===== config.mk =====
export PLATFORM = sky130hd
export DESIGN_NAME = i2c_slave_register_exchange
export DESIGN_NICKNAME = d
export VERILOG_FILES = /design/src/sv/ise_pkg.sv /design/src/sv/i2c_slave_register_exchange.sv
export SDC_FILE = /design/constraint.sdc
export NUM_CORES = 1
export LEC_CHECK = 0
export BUFFER_PORTS_ARGS = -buffer_cell sky130_fd_sc_hd__buf_4
export CAP_MARGIN = 0
export CORE_ASPECT_RATIO = 1.1
export CORE_MARGIN = 2
export CORE_UTILIZATION = 54
export CTS_BUF_LIST = sky130_fd_sc_hd__clkbuf_4
export CTS_CLUSTER_DIAMETER = 120
export DETAILED_ROUTE_END_ITERATION = 8
export GPL_TIMING_DRIVEN = 0
export PLACE_DENSITY = 0.84
export SYNTH_ARGS = -nofsm -noshare
export SYNTH_HDL_FRONTEND = slang
export SYNTH_SLANG_ARGS = --single-unit
export TNS_END_PERCENT = 50

===== constraint.sdc =====
create_clock -name clk_i -period 2.4 [get_ports clk_i]
set_input_delay 0.24 -clock clk_i [delete_from_list [all_inputs] [get_ports clk_i]]
set_output_delay 0.24 -clock clk_i [all_outputs]
set_load 0.03 [all_outputs]

===== src/sv/ise_pkg.sv =====
// Package for the register exchange block: register indexes, sequencer steps.
// Depends on nothing.
`timescale 1ns / 1ps

package ise_pkg;

  localparam int unsigned SampleW = 12;
  localparam int unsigned AddrW   = 7;
  localparam int unsigned ByteW   = 8;
  localparam int unsigned StepW   = 7;
  localparam int unsigned CfgIdxW = 2;

  typedef enum logic [CfgIdxW-1:0] {
    CFG_SCL_HIGH  = 2'd0,
    CFG_SCL_LOW   = 2'd1,
    CFG_SDA_ONE   = 2'd2,
    CFG_OWN_ADDR  = 2'd3
  } cfg_index_e;

  typedef logic [StepW-1:0] step_t;

  localparam logic [SampleW-1:0] SclHighReset = 12'd4000;
  localparam logic [SampleW-1:0] SclLowReset  = 12'd2300;
  localparam logic [SampleW-1:0] SdaOneReset  = 12'd4000;
  localparam logic [AddrW-1:0]   OwnAddrReset = 7'd2;

  localparam step_t StepHunt      = 7'd0;
  localparam step_t StepAddrCheck = 7'd16;
  localparam step_t StepAckAddr   = 7'd17;
  localparam step_t StepRelAddr   = 7'd18;
  localparam step_t StepDataFirst = 7'd19;
  localparam step_t StepDataLast  = 7'd33;
  localparam step_t StepAckData   = 7'd34;
  localparam step_t StepRelData   = 7'd36;
  localparam step_t StepAddr2First = 7'd1;
  localparam step_t StepAddr2Last = 7'd13;
  localparam step_t StepSkipFirst = 7'd41;
  localparam step_t StepSkipLast  = 7'd55;
  localparam step_t StepAckAddr2  = 7'd56;
  localparam step_t StepRelAddr2  = 7'd58;
  localparam step_t StepReplyLoad = 7'd59;
  localparam step_t StepReplyFirst = 7'd61;
  localparam step_t StepReplyLast = 7'd73;
  localparam step_t StepAckReply  = 7'd74;
  localparam step_t StepRelReply  = 7'd76;
  localparam step_t StepLast      = 7'd77;
  localparam step_t StepMismatch  = 7'd79;

endpackage


===== src/sv/i2c_slave_register_exchange.sv =====
// Top level of the register exchange block: sample-driven I2C slave sequencer.
// Depends on ise_pkg.
`timescale 1ns / 1ps
//
// Usage: each input request carries one converter sample of SCL and of SDA
// plus the reply byte; it is accepted when in_valid_i is high and
// in_stall_o is low. Every request yields exactly one result request with
// the SDA drive enable and level, a done pulse and the last received byte,
// accepted when out_valid_o is high and out_stall_i is low.
// The sequencer state and the result register load at the edge that accepts
// the input. The block takes one request per cycle while in_stall_o is low;
// the step, shift and drive registers each feed back into their own next state.
// When the receiver stalls, the result holds and in_stall_o rises only while
// the held result is not being taken.
// Configuration writes use cfg_valid_i/cfg_ready_o with a register index
// and data; ready is always high. Reset restores the register defaults,
// returns the sequencer to the address hunt and clears all byte holds.

module i2c_slave_register_exchange
  import ise_pkg::*;
(
  input  logic               clk_i,
  input  logic               rst_ni,
  input  logic               cfg_valid_i,
  output logic               cfg_ready_o,
  input  logic [CfgIdxW-1:0] cfg_index_i,
  input  logic [SampleW-1:0] cfg_data_i,
  input  logic               in_valid_i,
  output logic               in_stall_o,
  input  logic [SampleW-1:0] scl_sample_i,
  input  logic [SampleW-1:0] sda_sample_i,
  input  logic [ByteW-1:0]   reply_byte_i,
  output logic               out_valid_o,
  input  logic               out_stall_i,
  output logic               sda_drive_enable_o,
  output logic               sda_drive_value_o,
  output logic               transaction_done_o,
  output logic [ByteW-1:0]   received_byte_o
);

  logic [SampleW-1:0] scl_high_q, scl_low_q, sda_one_q;
  logic [AddrW-1:0]   own_addr_q;
  step_t              step_q, step_d;
  logic [ByteW-1:0]   shift_q, shift_d;
  logic [ByteW-1:0]   data_q, data_d;
  logic [ByteW-1:0]   reply_q, reply_d;
  logic               drv_en_q, drv_en_d;
  logic               drv_val_q, drv_val_d;
  logic               done_q, done_d;
  logic               out_valid_q;
  logic               in_accept;
  logic               scl_high, scl_low, sda_bit;
  logic               shift_in_step, reply_shift_step;

  assign cfg_ready_o = 1'b1;

  always_ff @(posedge clk_i or negedge rst_ni) begin
    if (!rst_ni) begin
      scl_high_q <= SclHighReset;
      scl_low_q  <= SclLowReset;
      sda_one_q  <= SdaOneReset;
      own_addr_q <= OwnAddrReset;
    end else if (cfg_valid_i) begin
      unique case (cfg_index_e'(cfg_index_i))
        CFG_SCL_HIGH: scl_high_q <= cfg_data_i;
        CFG_SCL_LOW:  scl_low_q  <= cfg_data_i;
        CFG_SDA_ONE:  sda_one_q  <= cfg_data_i;
        CFG_OWN_ADDR: own_addr_q <= cfg_data_i[AddrW-1:0];
        default: ;
      endcase
    end
  end

  assign in_stall_o = out_valid_q && out_stall_i;
  assign in_accept  = in_valid_i && !in_stall_o;

  assign scl_high = scl_sample_i >= scl_high_q;
  assign scl_low  = scl_sample_i <= scl_low_q;
  assign sda_bit  = sda_sample_i > sda_one_q;

  assign shift_in_step =
    (step_q >= StepAddr2First && step_q <= StepAddr2Last) ||
    (step_q >= StepDataFirst  && step_q <= StepDataLast)  ||
    (step_q >= StepSkipFirst  && step_q <= StepSkipLast);
  assign reply_shift_step = step_q >= StepReplyFirst && step_q <= StepReplyLast;

  always_comb begin
    step_d    = step_q;
    shift_d   = shift_q;
    data_d    = data_q;
    reply_d   = reply_q;
    drv_en_d  = drv_en_q;
    drv_val_d = drv_val_q;
    done_d    = done_q;
    if (in_accept) begin
      done_d = 1'b0;
      priority if (step_q > StepLast && step_q != StepMismatch) begin
        step_d = StepHunt;
      end else if (step_q[0]) begin
        if (scl_high) begin
          if (step_q == StepMismatch) begin
            step_d = StepHunt;
          end else begin
            step_d = (step_q == StepLast) ? StepHunt : step_q + step_t'(1);
            priority if (shift_in_step) begin
              shift_d = {shift_q[ByteW-2:0], sda_bit};
            end else if (step_q == StepReplyLoad) begin
              drv_en_d  = 1'b1;
              drv_val_d = reply_q[ByteW-1];
              shift_d   = {reply_q[ByteW-2:0], 1'b0};
            end else if (reply_shift_step) begin
              drv_val_d = shift_q[ByteW-1];
              shift_d   = {shift_q[ByteW-2:0], 1'b0};
            end else if (step_q == StepLast) begin
              done_d = 1'b1;
            end else begin
              shift_d = shift_q;
            end
          end
        end
      end else if (scl_low) begin
        step_d = step_q + step_t'(1);
        unique case (step_q)
          StepAddrCheck: begin
            if (shift_q[AddrW-1:0] == own_addr_q) begin
              reply_d   = reply_byte_i;
              drv_en_d  = 1'b1;
              drv_val_d = 1'b0;
              step_d    = StepAckAddr;
            end else begin
              step_d = StepMismatch;
            end
          end
          StepRelAddr, StepRelData, StepRelAddr2, StepRelReply: drv_en_d = 1'b0;
          StepAckData: begin
            data_d    = shift_q;
            drv_en_d  = 1'b1;
            drv_val_d = 1'b0;
          end
          StepAckAddr2: begin
            drv_en_d  = 1'b1;
            drv_val_d = 1'b0;
          end
          StepAckReply: drv_val_d = 1'b0;
          default: ;
        endcase
      end
    end
  end

  always_ff @(posedge clk_i or negedge rst_ni) begin
    if (!rst_ni) begin
      step_q      <= StepHunt;
      shift_q     <= '0;
      data_q      <= '0;
      reply_q     <= '0;
      drv_en_q    <= 1'b0;
      drv_val_q   <= 1'b0;
      done_q      <= 1'b0;
      out_valid_q <= 1'b0;
    end else begin
      step_q    <= step_d;
      shift_q   <= shift_d;
      data_q    <= data_d;
      reply_q   <= reply_d;
      drv_en_q  <= drv_en_d;
      drv_val_q <= drv_val_d;
      done_q    <= done_d;
      if (in_accept) begin
        out_valid_q <= 1'b1;
      end else if (!out_stall_i) begin
        out_valid_q <= 1'b0;
      end
    end
  end

  assign out_valid_o        = out_valid_q;
  assign sda_drive_enable_o = drv_en_q;
  assign sda_drive_value_o  = drv_val_q;
  assign transaction_done_o = done_q;
  assign received_byte_o    = data_q;

endmodule


# ---- Yosys cells after proc, flatten, opt, wreduce, memory -nomap -nowiden
# Index checks and enable logic that the tools add are counted.
dict set report classes {
  addsub 1
  magnitude_cmp 12
  eq_ne 24
  n_mux 38
  bitwise 3
  n_reduce_logical 29
}
# op count
set op_table {}
lappend op_table {{two-way mux 7 bit} 8}
lappend op_table {{equality test 7 x 6 -> 1 bit, second input constant} 5}
lappend op_table {{equality test 7 bit, second input constant} 4}
lappend op_table {{two-way mux 1 bit} 25}
lappend op_table {{two-way mux 8 bit} 3}
lappend op_table {{AND reduction 9 bit} 2}
lappend op_table {{equality test 7 x 5 -> 1 bit, second input constant} 2}
lappend op_table {{greater-or-equal comparator 7 x 6 -> 1 bit, second input constant} 2}
lappend op_table {{<= comparator 7 x 6 -> 1 bit, second input constant} 2}
lappend op_table {{greater-or-equal comparator 12 bit} 1}
lappend op_table {{greater-than comparator 12 bit} 1}
lappend op_table {{<= comparator 12 bit} 1}
lappend op_table {{AND reduction 6 bit} 2}
lappend op_table {{nonzero test 3 bit} 3}
lappend op_table {{AND reduction 2 bit} 4}
lappend op_table {{adder 7 x 1 -> 7 bit, second input constant} 1}
lappend op_table {{equality test 7 bit} 1}
lappend op_table {{greater-or-equal comparator 7 x 1 -> 1 bit, second input constant} 1}
lappend op_table {{greater-or-equal comparator 7 x 5 -> 1 bit, second input constant} 1}
lappend op_table {{greater-than comparator 7 bit, second input constant} 1}
lappend op_table {{<= comparator 7 x 4 -> 1 bit, second input constant} 1}
lappend op_table {{<= comparator 7 bit, second input constant} 1}
lappend op_table {{logical AND 1 bit} 7}
lappend op_table {{!= test 7 bit, second input constant} 1}
lappend op_table {{other kinds (19)} 27}
dict set report word_totals {
  reg_bits 78
  input_bits 51
  out_inout_bits 14
  wordCells 120
}

# ---- Depth between registers and ports, before layout
dict set report depth {
  word_depth 9
  ltp_mapped 10
  mapped_depth_nobuf 9
}

# ---- Least setup slack after synthesis
# OpenSTA, ideal clock, no wires.
dict set report synth_timing {
  kind {flip-flop to flip-flop}
  start {register scl_high_q[11]}
  end {register shift_q[1]}
  setup_time_ps 125
  arrival_time_ps 2293
  required_ps 2275
  setup_slack_ps -18
  stages_incl_launch_ff 11
  n_path_buf 1
  synth_period_minus_slack_ps 2418
  cell_sequence {dfstp_2 inv_1 ha_1 and3_1 nand4_1 o32ai_1 or2_1 nand3_2 a31o_1 buf_6 mux2_4}
}
dict set report synth_between {
  elab_chain_cells 2
}
# item line
set synth_lines {}
lappend synth_lines {{from (decl)} i2c_slave_register_exchange.sv:41} ;# logic [SampleW-1:0] scl_high_q, scl_low_q, sda_one_q;
lappend synth_lines {{from (signal assigned)} i2c_slave_register_exchange.sv:59} ;# scl_high_q <= SclHighReset;
lappend synth_lines {{from (signal assigned)} i2c_slave_register_exchange.sv:65} ;# CFG_SCL_HIGH: scl_high_q <= cfg_data_i;
lappend synth_lines {{greater-or-equal comparator 12 bit} i2c_slave_register_exchange.sv:77} ;# assign scl_high = scl_sample_i >= scl_high_q;
lappend synth_lines {{AND reduction 6 bit (no line)} --}
lappend synth_lines {{to (signal assigned)} i2c_slave_register_exchange.sv:163} ;# shift_q <= shift_d;
lappend synth_lines {{to (decl)} i2c_slave_register_exchange.sv:44} ;# logic [ByteW-1:0] shift_q, shift_d;
# Every way passes these cells.
# A chain may end at the register's enable or synchronous reset.

# ---- Worst setup path after layout
# Same ends and word-level chain as after synthesis.

==> summary.txt <==
Place
  • Placed wire-length estimate: roughly 8400 um
  • Placed Cells: around 630
  • Gpl congestion: 0.8510
  • Placed cell areas: 0.005338 mm2
  • IO Port Bufs: 63

Clocking
  • Clock sink count: 78
  • Clock Pin Slew Worst Setup and Hold Paths: 0.14 ns
  • Num CTS Buffers: 9
  • Worst skew pair latency: 0.44 ns
  • CTS tree: built
  • Root Buffer Master: clkbuf_4
  • CTS Buffer Depth: 2
  • Htree depth: 3

Critical path
  • Critical-path cell list: inv_2, ha_4, and3_4, nand4_1, o32ai_2, or2_1, nand3_2, a31o_1, buf_6, mux2_4
  • CP max stage cell: dfstp_2
  • CP peak stage delay: 0.55 ns
  • Critical path class: register to register
  • Critical path startpoint category: register
  • Worst EP required: 2.73 ns
  • Max FO, Critical Path: 8
  • Critical path capture point type: register
  • CP delay by family, top: simple AND/OR/NAND/NOR gates
  • Worst path arrival time: just under 3 ns
  • Worst Path Buf+Inv: 2

Yosys
  • Number of flops mapped to enable cells by yosys: 0
  • Sequential share of the synthesized area: around two fifths
  • Register bit total from synthesis: a little under 80
  • Most frequent cell after synthesis: dfrtp_1
  • Post-synth top area cell: dfrtp_1
  • Dominant cells by area after synthesis: dfrtp_1 (31%), mux2_2 (12%), dfstp_2 (11%), ha_1 (11%), nand2_1 (3.3%)
  • Mapped Nets: 543
  • Synth Cell Area: 0.004718 mm2
  • Post-Syn Instances: 452
  • Ys async rst share: 100.0%
  • Synth top area share: 30.76%
  • Netlist cell types: 63
  • Ys Warns: 0
  • Synth cell count leaders: dfrtp_1 (58), mux2_2 (49), nand2_1 (42)
  • Main synth FF type: dfrtp_1
  • Mean Syn Cell Area: 10.44 um2

Global routing
  • Initial antenna violation count: 0
  • Remaining global-route overflow: 0
  • Largest net degree at the start of global routing: 79
  • Vias in the first global route: 4015
  • First-pass GRT wire length: between 15000 and 20000 um
  • GRT Util Overall: 26.90%

Route
  • Drt total wl: roughly 12000 um
  • DR DRC count: 0
  • WL/cell: between 15 and 20 um
  • DR iter-0 viols: 200
  • Vias: 3958
  • DRT Pass-1 Iters: 4
  • DRT antenna net count: 0
  • Vias per cell: 5.970

Timing
  • Fmax: roughly 0.39 GHz
  • Period Utilization, post-route: 106.9%
  • Slew Limit Fails: 0
  • Slew at the pin closest to its max-slew limit: 0.9858 ns
  • Final hold violation count: 0
  • Skew final: 0.01683 ns
  • Final setup margin: -0.1659 ns
  • RSZ-0062 raised after global routing: true
  • Rel. slew slack: 34.28%
  • Final Hold Slack: 0.01142 ns
  • Final setup fails: 21
  • Final setup TNS: -1.539 ns
  • Tmin final: 2.566 ns

Floorplanning
  • Die W: 93.13 um
  • IO Count: 65
  • Core Area: roughly 0.0085 mm2
  • Die ar.: 0.009502 mm2
  • Chip height: 102.0 um
  • Row cnt: 35
  • Starting density of the core: between 50% and 60%

Layout
  • P&R area growth vs syn: 24.71%
  • Area used by multi-input combinational logic: 0.002716 mm2
  • Fill cells: 620
  • Non-filler instance count after layout: approximately 660
  • Design Area, Final: 0.005884 mm2
  • # nets final: between 600 and 700
  • Diodes inserted: 0
  • Seq. cell area: ~0.0020 mm2
  • Ratio of cells with drive above 1 in the final layout: 40.04%

Flow run
  • Max cap viols: 0

Min path
  • Hold Path Class: input pin to register

Run status
  • Status: finished, violations left
  • Failing checks: negative setup slack

Power and ir drop
  • Leak: about 2.7 nW
  • Peak supply drop: about 0.00045 V
  • PwrDens: 814.2 mW/mm2
  • Design Power: 4.791 mW
## repair_timing
item | 4_1_cts | 5_1_grt
hold buffers | 1 | 2
endpoints found under the hold margin | 56 | 2
resized for setup | 28 | 15
pin swaps | 17 | 12
setup buffers | 14 | 4
setup endpoints to repair | 33 | 32
## stage by stage
stage          setup WS, ns  utilization, %
2_1_floorplan      0.002208               -
3_3_place_gp        -0.2982           63.15
3_5_place_dp        -0.3321           63.15
4_1_cts             -0.1190           68.04
5_1_grt             -0.1816           69.62
6_report            -0.1659           69.62
## cell families after synthesis
| family | Yosys count | synth area share, % |
|---|---|---|
| flops | 78 | 41.90 |
| fa+ha+maj | 40 | 10.61 |
| simple gates | 121 | 14.48 |
| mux | 56 | 13.92 |
| other cells | 1 | 0.07948 |
| buf+inv | 55 | 4.826 |
| compound gates | 93 | 12.70 |
| xor+xnor | 8 | 1.485 |
## state kept, by name (all words and copies together), names as in the netlist
signal / count
scl_high_q: 12
scl_low_q: 12
sda_one_q: 12
received_byte_o: 8
reply_q: 8
shift_q: 8
own_addr_q: 7
step_q: 7
out_valid_o: 1
sda_drive_enable_o: 1
sda_drive_value_o: 1
transaction_done_o: 1
## placed cells by master (no fill, tap or decap), drive strengths merged, types with 3 or more instances in the layout
cell	instances
a211oi	6
a21o	5
a21oi	20
a22o	3
a31oi	3
buf	91
clkbuf	13
clkinv	3
dfrtp	58
dfstp	20
dlygate4sd3	3
ha	40
inv	42
mux2	56
nand2	42
nand2b	8
nand3	8
nand3b	3
nand4	10
nor2	14
nor2b	4
nor3	7
nor3b	6
o211ai	3
o21a	3
o21ai	28
o22ai	5
or3	3
xnor2	8
## layer usage
metal,track usage [%],wire length (um),share of wire [%]
met5,0,0,0
met4,11.20,360,3.0
met3,4.867,660,5.4
met2,45.93,6144,50
met1,33.99,5008,41
## final cells by class
class,count,area share (%)
Clock inverter,7,1.659
Sequential cell,78,33.60
Buffer,14,1.361
Clock buffer,9,1.148
Inverter,41,2.615
Tap cell,111,2.360
Multi-Input combinational cell,319,46.16
Timing Repair Buffer,84,11.10
## final timing paths
check	cells after the start	endpoint	slack, ns	startpoint
max in group asynchronous	2	reply_q[0]	1.28	rst_ni
max reg2reg	10	shift_q[1]	-0.17	scl_high_q[11]
min in group asynchronous	2	step_q[4]	0.47	rst_ni
min	2	out_valid_o	0.01	in_valid_i
min reg2reg	2	transaction_done_o	0.51	transaction_done_o
max	10	shift_q[1]	-0.17	scl_high_q[11]
## where the power goes
part | internal, mW | switching (mW) | total, mW
clock | 0.426 | 0.512 | 0.938
combinational | 0.973 | 1.06 | 2.03
sequential | 1.60 | 0.222 | 1.82
No activity file was read; power rests on OpenSTA's default activity.
